===== src/rtl/pool_pkg.sv =====
// Types and constants for the 2D mean/max pooling block.
// No dependencies.
`timescale 1ns / 1ps
package pool_pkg;
   localparam int MAX_WIDTH = 1024;

   localparam logic MODE_MEAN = 1'b0;
   localparam logic MODE_MAX  = 1'b1;

   localparam logic [2:0] REG_POOL_WIDTH   = 3'd0;
   localparam logic [2:0] REG_POOL_HEIGHT  = 3'd1;
   localparam logic [2:0] REG_INPUT_WIDTH  = 3'd2;
   localparam logic [2:0] REG_INPUT_HEIGHT = 3'd3;
   localparam logic [2:0] REG_POOL_MODE    = 3'd4;
   localparam logic [2:0] REG_AREA_RECIP   = 3'd5;

   // Classified sample passed from front end to back end.
   typedef struct packed {
      logic signed [15:0] sample;
      logic               first;
      logic               last;
      logic               mode;
      logic [16:0]        recip;
      logic [9:0]         oc;
      logic [9:0]         orow;
      logic [11:0]        slice;
      logic [9:0]         col;
      logic [9:0]         row;
      logic               last_slice;
   } work_type;
endpackage


===== src/rtl/pool_front.sv =====
// Front end: position tracking and window classification.
// Depends on pool_pkg.
`timescale 1ns / 1ps
module pool_front #(
   parameter int MAX_POOL   = 8,
   parameter int MAX_SLICES = 4096
) (
   input  logic                clock,
   input  logic                reset,
   input  logic                csr_write_enable,
   input  logic [2:0]          csr_index,
   input  logic [16:0]         csr_data,
   input  logic                in_valid,
   output logic                in_stall,
   input  logic signed [15:0]  in_sample,
   input  logic                in_frame_start,
   output logic                wk_valid,
   input  logic                wk_stall,
   output pool_pkg::work_type  wk_data
);
   localparam int CW = $clog2(pool_pkg::MAX_WIDTH + 1);
   localparam int PW = $clog2(MAX_POOL + 1);
   localparam int SW = (MAX_SLICES > 1) ? $clog2(MAX_SLICES) : 1;

   logic [3:0]  pw_ff, ph_ff;
   logic [10:0] iw_ff, ih_ff;
   logic        mode_ff;
   logic [16:0] recip_ff;

   logic [CW-1:0] col_ff, col_in, row_ff, row_in;
   logic [PW-1:0] ciw_ff, ciw_in, riw_ff, riw_in;
   logic [SW-1:0] slc_ff, slc_in;

   logic [PW-1:0] pw, ph;
   logic [CW-1:0] iw, ih, ow, oh;
   logic [15:0]   pw_recip, ph_recip;
   logic [CW-1:0] c0, r0, oc0, or0;
   logic [PW-1:0] ci0, ri0;
   logic [SW-1:0] s0;
   logic          accept, inside_win, row_end, slice_end;

   pool_pkg::work_type wk_ff, wk_in;
   logic wk_valid_ff, wk_valid_in;

   // Scale for a window extent d: floor(n / d) = (n * scale) >> 15 for n below 2048.
   function automatic logic [15:0] extent_recip(input logic [3:0] d);
      logic [15:0] m;
      unique case (d)
         4'd2:    m = 16'd16384;
         4'd3:    m = 16'd10923;
         4'd4:    m = 16'd8192;
         4'd5:    m = 16'd6554;
         4'd6:    m = 16'd5462;
         4'd7:    m = 16'd4682;
         4'd8:    m = 16'd4096;
         4'd9:    m = 16'd3641;
         4'd10:   m = 16'd3277;
         4'd11:   m = 16'd2979;
         4'd12:   m = 16'd2731;
         4'd13:   m = 16'd2521;
         4'd14:   m = 16'd2341;
         4'd15:   m = 16'd2185;
         default: m = 16'd32768;
      endcase
      return m;
   endfunction

   always_ff @(posedge clock) begin
      if (reset) begin
         pw_ff <= 4'd2; ph_ff <= 4'd2; iw_ff <= 11'd1024; ih_ff <= 11'd1024;
         mode_ff <= pool_pkg::MODE_MAX; recip_ff <= 17'd16384;
      end else if (csr_write_enable) begin
         unique case (csr_index)
            pool_pkg::REG_POOL_WIDTH:   pw_ff <= csr_data[3:0];
            pool_pkg::REG_POOL_HEIGHT:  ph_ff <= csr_data[3:0];
            pool_pkg::REG_INPUT_WIDTH:  iw_ff <= csr_data[10:0];
            pool_pkg::REG_INPUT_HEIGHT: ih_ff <= csr_data[10:0];
            pool_pkg::REG_POOL_MODE:    mode_ff <= csr_data[0];
            pool_pkg::REG_AREA_RECIP:   recip_ff <= csr_data;
            default: ;
         endcase
      end
   end

   always_comb begin
      pw = (pw_ff == 4'd0) ? PW'(1) : (32'(pw_ff) > MAX_POOL) ? PW'(MAX_POOL) : PW'(pw_ff);
      ph = (ph_ff == 4'd0) ? PW'(1) : (32'(ph_ff) > MAX_POOL) ? PW'(MAX_POOL) : PW'(ph_ff);
      iw = (iw_ff == 11'd0) ? CW'(1) :
           (32'(iw_ff) > pool_pkg::MAX_WIDTH) ? CW'(pool_pkg::MAX_WIDTH) : CW'(iw_ff);
      ih = (ih_ff == 11'd0) ? CW'(1) :
           (32'(ih_ff) > pool_pkg::MAX_WIDTH) ? CW'(pool_pkg::MAX_WIDTH) : CW'(ih_ff);
      pw_recip = extent_recip(4'(pw));
      ph_recip = extent_recip(4'(ph));
      // Output extents by reciprocal multiply.
      ow = CW'((32'(iw) * 32'(pw_recip)) >> 15);
      oh = CW'((32'(ih) * 32'(ph_recip)) >> 15);
   end

   assign wk_valid = wk_valid_ff;
   assign wk_data  = wk_ff;
   assign in_stall = wk_valid_ff && wk_stall;
   assign accept   = in_valid && !in_stall;

   always_comb begin
      c0  = in_frame_start ? '0 : col_ff;
      r0  = in_frame_start ? '0 : row_ff;
      ci0 = in_frame_start ? '0 : ciw_ff;
      ri0 = in_frame_start ? '0 : riw_ff;
      s0  = in_frame_start ? '0 : slc_ff;
      oc0 = CW'((32'(c0) * 32'(pw_recip)) >> 15);
      or0 = CW'((32'(r0) * 32'(ph_recip)) >> 15);
      inside_win = (oc0 < ow) && (or0 < oh);
      row_end   = (32'(c0) + 1 >= 32'(iw));
      slice_end = row_end && (32'(r0) + 1 >= 32'(ih));

      wk_in.sample = in_sample;
      wk_in.first  = (ci0 == '0) && (ri0 == '0);
      wk_in.last   = (32'(ci0) + 1 >= 32'(pw)) && (32'(ri0) + 1 >= 32'(ph));
      wk_in.mode   = mode_ff;
      wk_in.recip  = recip_ff;
      wk_in.oc     = oc0[9:0];
      wk_in.orow   = or0[9:0];
      wk_in.slice  = 12'(s0);
      wk_in.col    = c0[9:0];
      wk_in.row    = r0[9:0];
      wk_in.last_slice = (32'(oc0) + 1 == 32'(ow)) && (32'(or0) + 1 == 32'(oh));

      col_in = c0; row_in = r0;
      ciw_in = ci0; riw_in = ri0; slc_in = s0;
      if (row_end) begin
         col_in = '0; ciw_in = '0;
         if (slice_end) begin
            row_in = '0; riw_in = '0;
            slc_in = (32'(s0) + 1 >= MAX_SLICES) ? '0 : SW'(32'(s0) + 1);
         end else begin
            row_in = r0 + 1'b1;
            if (32'(ri0) + 1 >= 32'(ph)) begin
               riw_in = '0;
            end else begin
               riw_in = ri0 + 1'b1;
            end
         end
      end else begin
         col_in = c0 + 1'b1;
         if (32'(ci0) + 1 >= 32'(pw)) begin
            ciw_in = '0;
         end else begin
            ciw_in = ci0 + 1'b1;
         end
      end
      wk_valid_in = wk_valid_ff && wk_stall;
      if (accept) wk_valid_in = inside_win;
   end

   always_ff @(posedge clock) begin
      if (reset) begin
         col_ff <= '0; row_ff <= '0;
         ciw_ff <= '0; riw_ff <= '0; slc_ff <= '0; wk_valid_ff <= 1'b0;
      end else begin
         wk_valid_ff <= wk_valid_in;
         if (accept) begin
            col_ff <= col_in; row_ff <= row_in;
            ciw_ff <= ciw_in; riw_ff <= riw_in; slc_ff <= slc_in;
         end
      end
   end

   always_ff @(posedge clock) begin
      if (accept) wk_ff <= wk_in;
   end
endmodule


===== config.mk =====
export PLATFORM = sky130hd
export DESIGN_NAME = pool_front
export DESIGN_NICKNAME = d
export VERILOG_FILES = /design/src/rtl/pool_pkg.sv /design/src/rtl/pool_front.sv
export SDC_FILE = /design/constraint.sdc
export NUM_CORES = 1
export LEC_CHECK = 0
export BUFFER_PORTS_ARGS = -buffer_cell sky130_fd_sc_hd__buf_2
export CAP_MARGIN = 20
export CELL_PAD_IN_SITES_DETAIL_PLACEMENT = 0
export CELL_PAD_IN_SITES_GLOBAL_PLACEMENT = 1
export CORE_ASPECT_RATIO = 0.75
export CORE_MARGIN = 8
export CORE_UTILIZATION = 35
export DETAILED_ROUTE_END_ITERATION = 10
export GPL_ROUTABILITY_DRIVEN = 0
export PLACE_DENSITY = 0.66
export SLEW_MARGIN = 10
export SYNTH_ARGS = -nofsm -noshare
export SYNTH_HDL_FRONTEND = slang
export SYNTH_SLANG_ARGS = --single-unit

===== constraint.sdc =====
create_clock -name clock -period 7.2 [get_ports clock]
set_input_delay 0.72 -clock clock [delete_from_list [all_inputs] [get_ports clock]]
set_output_delay 0.72 -clock clock [all_outputs]
set_load 0.02 [all_outputs]

==> impl_metrics.yaml, run 1 <==
run_status:
  status: "finished with violations"
  violations: "negative setup slack"
placement:
  place_hpwl_um: 86330
  place_area_mm2: 0.03728
  port_buffers: 132
  dpl.cell_count: 5335
clock_tree:
  htreeDepth: 4
  clk_latency_ps: 540
  cts_tree: "yes"
  clk_pin_slew_ps: 100
  cts_buffer_depth: 2
  numCtsBuffers: 17
  cts_sinks: 180
  cts-root-buf: "clkbuf_16"
min_path:
  hold_path.class: "in2reg"
die:
  fp-row-count: 94
  io_pins: 133
  die_area_mm2: 0.09750
  die_h_um: 272.4
  core_mm2: 0.08727
  die_w_um: 357.9
  start_util_pct: 35.16
power:
  swShare_pct: 34.60
  p_int_w: 0.001820
  power_w: 0.002783
  powerDensity_mw_per_mm2: 71.20
  p_leak_nw: 18.43
  p_sw_w: 0.0009630
  power_frac_comb_pct: 21.4
  seq_power_share_pct: 40.8
  ir_worst_vdd_mv: 0.2017
  pwr-share-clk_pct: 37.8
synth:
  ys_seq_area_share_pct: 14.65
  yosysMostFrequentCell: "inv_1"
  synthCells: 3606
  synthArstFlopShare_pct: 0
  syn_area_per_cell_um2: 8.509
  ys_warn_count: 0
  synth_common_cells: "inv_1 (655), nand2_1 (526), fa_1 (492)"
  synth_area_mm2: 0.03068
  syn_nets: 4443
  synth_cell_type_count: 93
  synth-edff-count: 89
  synth_top_cell_by_area: "fa_1"
  synthFlopType: "dfxtp_1"
  synth.top_cell.area_share_pct: 32.10
  ys_top_cells_by_area: "fa_1 (32%), ha_1 (12%), edfxtp_1 (8.7%)"
  synth_seq_cells: 180
timing:
  holdWs_ps: 356.9
  fin_crit_ps: 7473
  fin_ws_ps: -273.0
  drv_slew: 0
  hold_viol_final: 0
  period_share_pct: 103.8
  timing.fmax_mhz: 133.8
  maxSlewHeadroom_pct: 34.65
  grt_setup_unrepaired: "yes"
  worst_slew_pin_slew_ps: 973.7
  skew_ps: 28.67
  setup_viol_count_final: 2
drt:
  vias_per_cell: 4.907
  m1WireLength_um: 52780
  drtAntennaViolNets: 0
  met2_length_um: 40010
  via_count: 26550
  drc: 0
  first_pass_iters: 5
  routed.top_layer: "met5"
  route.met3.wl_um: 9487
  drt-total-wl_um: 103600
  first_iter_violations: 2076
  wl_per_cell_um: 19.14
critical_path:
  r2r_slack_ps: -270
  path_class: "reg2reg"
  arrival_ps: 7920
  required_ps: 7640
  r2r-end: "wk_valid$_SDFF_PP0_"
  path_max_fanout: 5
  critPathCapture: "wk_valid$_SDFF_PP0_"
  critPathLaunch: "pw_ff[1]$_SDFFE_PP1P_"
  start_kind: "register"
  worst_r2r_path_depth: 35
  critical-path-max-stage-delay_ps: 520
  path_common_cell: "o21a_1"
  critPathSlowestCell: "fa_1"
  critPathCaptureType: "register"
  r2r-start: "pw_ff[1]$_SDFFE_PP1P_"
flow_run:
  drv_cap: 0
grt:
  grt_pass1_wl_um: 162700
  antenna_found_initial: 5
  overflow: 0
  first_global_vias: 27190
  grt_usage_pct: 21.65
  grt_max_degree: 66
finish:
  antennaDiodeCount: 0
  area_growth_pct: 27.39
  layout-drive-gt1-share_pct: 24.09
  layoutNonFillerInstCount: 5411
  design_area_mm2: 0.03909
  fin_nets: 5083
[area by class of cell]
cell class / instances / area [um^2]
clock inverters: 15 / 201.4
repair buffers: 764 / 5729
inverters: 670 / 2527
well taps: 1152 / 1441
flip-flops and latches: 180 / 4514
multi-input cells: 2613 / 24250
fillers: 8721 / 48180
clock buffers: 17 / 425.4
[metrics by stage]
stage                     setup WS, ps  setup TNS, ps  utilization (%)
after detailed placement        -757.2          -1460            42.72
after CTS                       -215.4         -423.8            44.50
final                           -273.0         -481.6            44.79
after floorplan                 -2.438         -2.438                -
after global routing            -548.3          -1083            44.79
after global placement          -694.8          -1361            42.71
[sequential cells by signal (all words and copies together), names as in the netlist, 4 cells and up]
signal    flops
riw_ff        4
col_ff       11
wk_data      89
ciw_ff        4
ih_ff        11
slc_ff       12
pw_ff         4
recip_ff     17
row_ff       11
iw_ff        11
ph_ff         4
[critical path, delay by kind of cell, from the launching register on]
kind	cells	cell delay, ps
adders and majority gates	8	3170
DFF	1	370
and+or+nand+nor	7	780
buffers and inverters	8	890
AOI/OAI and AO/OA	12	2200
[how the worst min path moves through the flow]
stage / startpoint / end / slack (ps) / depth (start not counted)
6_report: in_sample[9] / wk_data[82]$_DFFE_PP_ / 360 / 1
5_1_grt: in_sample[9] / wk_data[82]$_DFFE_PP_ / 330 / 1
4_1_cts: in_sample[9] / wk_data[82]$_DFFE_PP_ / 310 / 1
3_5_place_dp: recip_ff[2]$_SDFFE_PP0P_ / wk_data[55]$_DFFE_PP_ / 410 / 0
3_3_place_gp: recip_ff[1]$_SDFFE_PP0P_ / wk_data[54]$_DFFE_PP_ / 410 / 0
2_1_floorplan: mode_ff$_SDFFE_PP1P_ / wk_data[70]$_DFFE_PP_ / 410 / 0
[metal layers]
metal,vias up,global-route usage [%]
met4,12,3.762
met1,12990,34.39
met2,858,29.00
met5,-,0
li1,12610,-
met3,89,5.816
[what timing repair did]
item                                    4_1_cts  5_1_grt
gates resized for setup                     144       46
pin swaps                                    76       22
endpoints found under the setup margin        2        2
gates cloned                                  1        0
hold buffers                                  0        0
buffers inserted                             36        7
[cells in the final DEF, fill, tap and decap left out, types with 18 or more instances in the layout]
| cell type | netlist | layout |
|---|---|---|
| nor2_4 | 0 | 18 |
| buf_6 | 1 | 25 |
| xor2_1 | 29 | 28 |
| o21ai_0 | 58 | 49 |
| o21a_1 | 25 | 25 |
| nor2b_1 | 50 | 47 |
| nand4_1 | 21 | 21 |
| a21o_1 | 44 | 44 |
| nand3_1 | 48 | 48 |
| a21oi_1 | 129 | 111 |
| nand2_1 | 526 | 504 |
| nor2_1 | 488 | 457 |
| o211ai_1 | 19 | 19 |
| inv_1 | 655 | 643 |
| buf_4 | 3 | 589 |
| ha_4 | 0 | 23 |
| dfxtp_1 | 91 | 85 |
| fa_1 | 492 | 478 |
| buf_2 | 2 | 131 |
| xnor2_1 | 50 | 47 |
| ha_1 | 303 | 275 |
| edfxtp_1 | 89 | 89 |
| nand2_2 | 0 | 18 |
| nor3_1 | 31 | 28 |
[logic make-up (layout without fill, tap and decap cells)]
family | count (synthesis) | in the layout | synth area share (%)
compound gates | 416 | 417 | 9.138
buf+inv | 814 | 1466 | 10.03
simple gates | 1303 | 1303 | 18.42
xor+xnor | 89 | 89 | 3.013
fa+ha+maj | 795 | 795 | 44.45
mux | 9 | 9 | 0.2936
flops | 180 | 180 | 14.65
[power groups by stage]
stage	Sequential [W]	Combinational, W	Clock (W)
final	0.00114	0.000595	0.00105
after global routing	0.00114	0.000641	0.00112
after CTS	0.00114	0.000586	0.00109
after detailed placement	0.00116	0.000560	0
after global placement	0.00116	0.000561	0
after floorplan	0.00120	0.000254	0
Note: power is estimated with default switching activity, not from simulation.
==> inputs of run 2 (changes only) <==
--- a/config.mk
+++ b/config.mk
@@ -10,8 +10,8 @@
 export CELL_PAD_IN_SITES_DETAIL_PLACEMENT = 0
 export CELL_PAD_IN_SITES_GLOBAL_PLACEMENT = 1
 export CORE_ASPECT_RATIO = 0.75
-export CORE_MARGIN = 8
 export CORE_UTILIZATION = 35
+export CTS_BUF_LIST = sky130_fd_sc_hd__clkbuf_8
 export DETAILED_ROUTE_END_ITERATION = 10
 export GPL_ROUTABILITY_DRIVEN = 0
 export PLACE_DENSITY = 0.66
==> run 2 against run 1 <==
Effect of this change: the run still ends with negative setup slack left; fmax fell by 0.70%; global-route usage rose by 1.9 points; final cell count rose by 0.35%; clock-buffer cell count did not move; combinational power rose by 0.7%; via count rose by 0.33%; hold slack got worse by 91 ps; critical path type unchanged; critical endpoint unchanged.
==> impl_metrics.yaml, run 2 (synthesized netlist as in run 1, its figures left out) <==
drt:
  drtAntennaViolNets: 0
  vias_per_cell: 4.906
  drc: 0
  drt-total-wl_um: 101800
  first_pass_iters: 6
  via_count: 26640
  wl_per_cell_um: 18.74
  first_iter_violations: 1635
timing:
  drv_slew: 0
  worst_slew_pin_slew_ps: 977.1
  setup_viol_count_final: 2
  skew_ps: 54.98
  hold_viol_final: 0
  period_share_pct: 104.5
  timing.fmax_mhz: 132.9
  fin_ws_ps: -325.6
  grt_setup_unrepaired: "yes"
  maxSlewHeadroom_pct: 34.42
  fin_crit_ps: 7526
  tns_ps: -647.2
  holdWs_ps: 265.8
power:
  power_w: 0.002559
  ir_worst_vdd_mv: 0.1380
  p_leak_nw: 18.55
  powerDensity_mw_per_mm2: 65.47
critical_path:
  worst_r2r_path_depth: 38
  path_common_cell: "buf_4"
  required_ps: 7770
  critPathCaptureType: "register"
  r2r_slack_ps: -330
  r2r-end: "wk_valid$_SDFF_PP0_"
  arrival_ps: 8090
  start_kind: "register"
  critical-path-max-stage-delay_ps: 560
  critPathLaunch: "ph_ff[2]$_SDFFE_PP0P_"
  critPathCapture: "wk_valid$_SDFF_PP0_"
  critPathSlowestCell: "fa_1"
  path_class: "reg2reg"
  r2r-start: "ph_ff[2]$_SDFFE_PP0P_"
  path_max_fanout: 7
placement:
  place_area_mm2: 0.03758
  port_buffers: 132
  place_hpwl_um: 84420
  dpl.cell_count: 5350
die:
  fp-row-count: 93
  start_util_pct: 35.54
  die_area_mm2: 0.08887
  io_pins: 133
  core_mm2: 0.08634
  die_w_um: 343.9
  die_h_um: 258.4
clock_tree:
  clk_pin_slew_ps: 160
  cts_tree: "yes"
  cts_buffer_depth: 2
  htreeDepth: 4
  numCtsBuffers: 17
  clk_latency_ps: 660
  cts-root-buf: "clkbuf_8"
  cts_sinks: 180
min_path:
  hold_path.class: "in2reg"
grt:
  antenna_found_initial: 1
  first_global_vias: 27010
  grt_pass1_wl_um: 159600
  grt_max_degree: 77
  overflow: 0
  grt_usage_pct: 23.57
finish:
  area_growth_pct: 27.38
  layout-drive-gt1-share_pct: 24.16
  fill_cells: 8578
  design_area_mm2: 0.03909
  layoutNonFillerInstCount: 5430
  fin_nets: 5112
  layout_commonest_cell: "inv_1"
  multiInputGateArea_mm2: 0.02417
  layout_common_cells: "inv_1 (645), buf_4 (622), nand2_1 (508)"
  largest_reg_flops: 89
  regArea_mm2: 0.004507
run_status:
  violations: "negative setup slack"
  status: "finished with violations"
flow_run:
  drv_cap: 0
## run 2: cell count changes in the layout (fill, tap and decap cells not counted), sizes merged
| cell | delta |
|---|---|
| bufinv | +1 |
| diode | +2 |
| a21oi | -1 |
| clkinv | -1 |
| buf | +30 |
## run 2: through the flow
stage	worst slack, ps	utilization (%)
2_1_floorplan	-2.438	-
3_3_place_gp	-643.6	43.52
3_5_place_dp	-727.7	43.52
4_1_cts	-254.0	44.90
5_1_grt	-742.7	45.26
6_report	-325.6	45.27
## run 2: timing repair
item,CTS,global route
endpoints found under the setup margin,2,2
setup buffers,28,17
pin swaps,66,29
resized for setup,112,40
hold buffers,0,0
## run 2: worst min-delay path by stage
stage / start / endpoint / cells after the start
2_1_floorplan: mode_ff$_SDFFE_PP1P_ / wk_data[70]$_DFFE_PP_ / 0
3_3_place_gp: recip_ff[9]$_SDFFE_PP0P_ / wk_data[62]$_DFFE_PP_ / 0
3_5_place_dp: recip_ff[7]$_SDFFE_PP0P_ / wk_data[60]$_DFFE_PP_ / 0
4_1_cts: in_sample[14] / wk_data[87]$_DFFE_PP_ / 1
5_1_grt: in_sample[14] / wk_data[87]$_DFFE_PP_ / 1
6_report: in_sample[14] / wk_data[87]$_DFFE_PP_ / 1
## run 2: layout make-up
| class | instances | share of cell area, % |
|---|---|---|
| Multi-Input combinational cell | 2612 | 61.83 |
| Timing Repair Buffer | 794 | 15.38 |
| Sequential cell | 180 | 11.53 |
| Inverter | 670 | 6.466 |
| Tap cell | 1140 | 3.649 |
| Clock buffer | 17 | 0.5986 |
| Clock inverter | 15 | 0.5314 |
| Antenna cell | 2 | 0.01280 |
## run 2: worst max-delay path, delay by kind of cell, from the launching register on
kind	cells	cell delay (ps)
AOI/OAI and AO/OA	9	1390
xor gates and xnor gates	1	60
adders and majority gates	8	3290
buffers and inverters	11	1230
DFF	1	380
and+or+nand+nor	9	1090
## run 2: routing by layer
| metal | share of wire (%) | GRT usage [%] | vias up |
|---|---|---|---|
| met3 | 7.3 | 4.570 | 47 |
| met5 | 0 | 0 | - |
| met2 | 39 | 32.17 | 805 |
| li1 | - | - | 12680 |
| met4 | 0.83 | 3.515 | 0 |
| met1 | 52 | 38.16 | 13110 |
## run 2: power breakdown
group	switching [W]	total (W)	internal, W
registers	0.0000186	0.00114	0.00112
logic	0.000366	0.000599	0.000233
clock network	0.000522	0.000823	0.000301
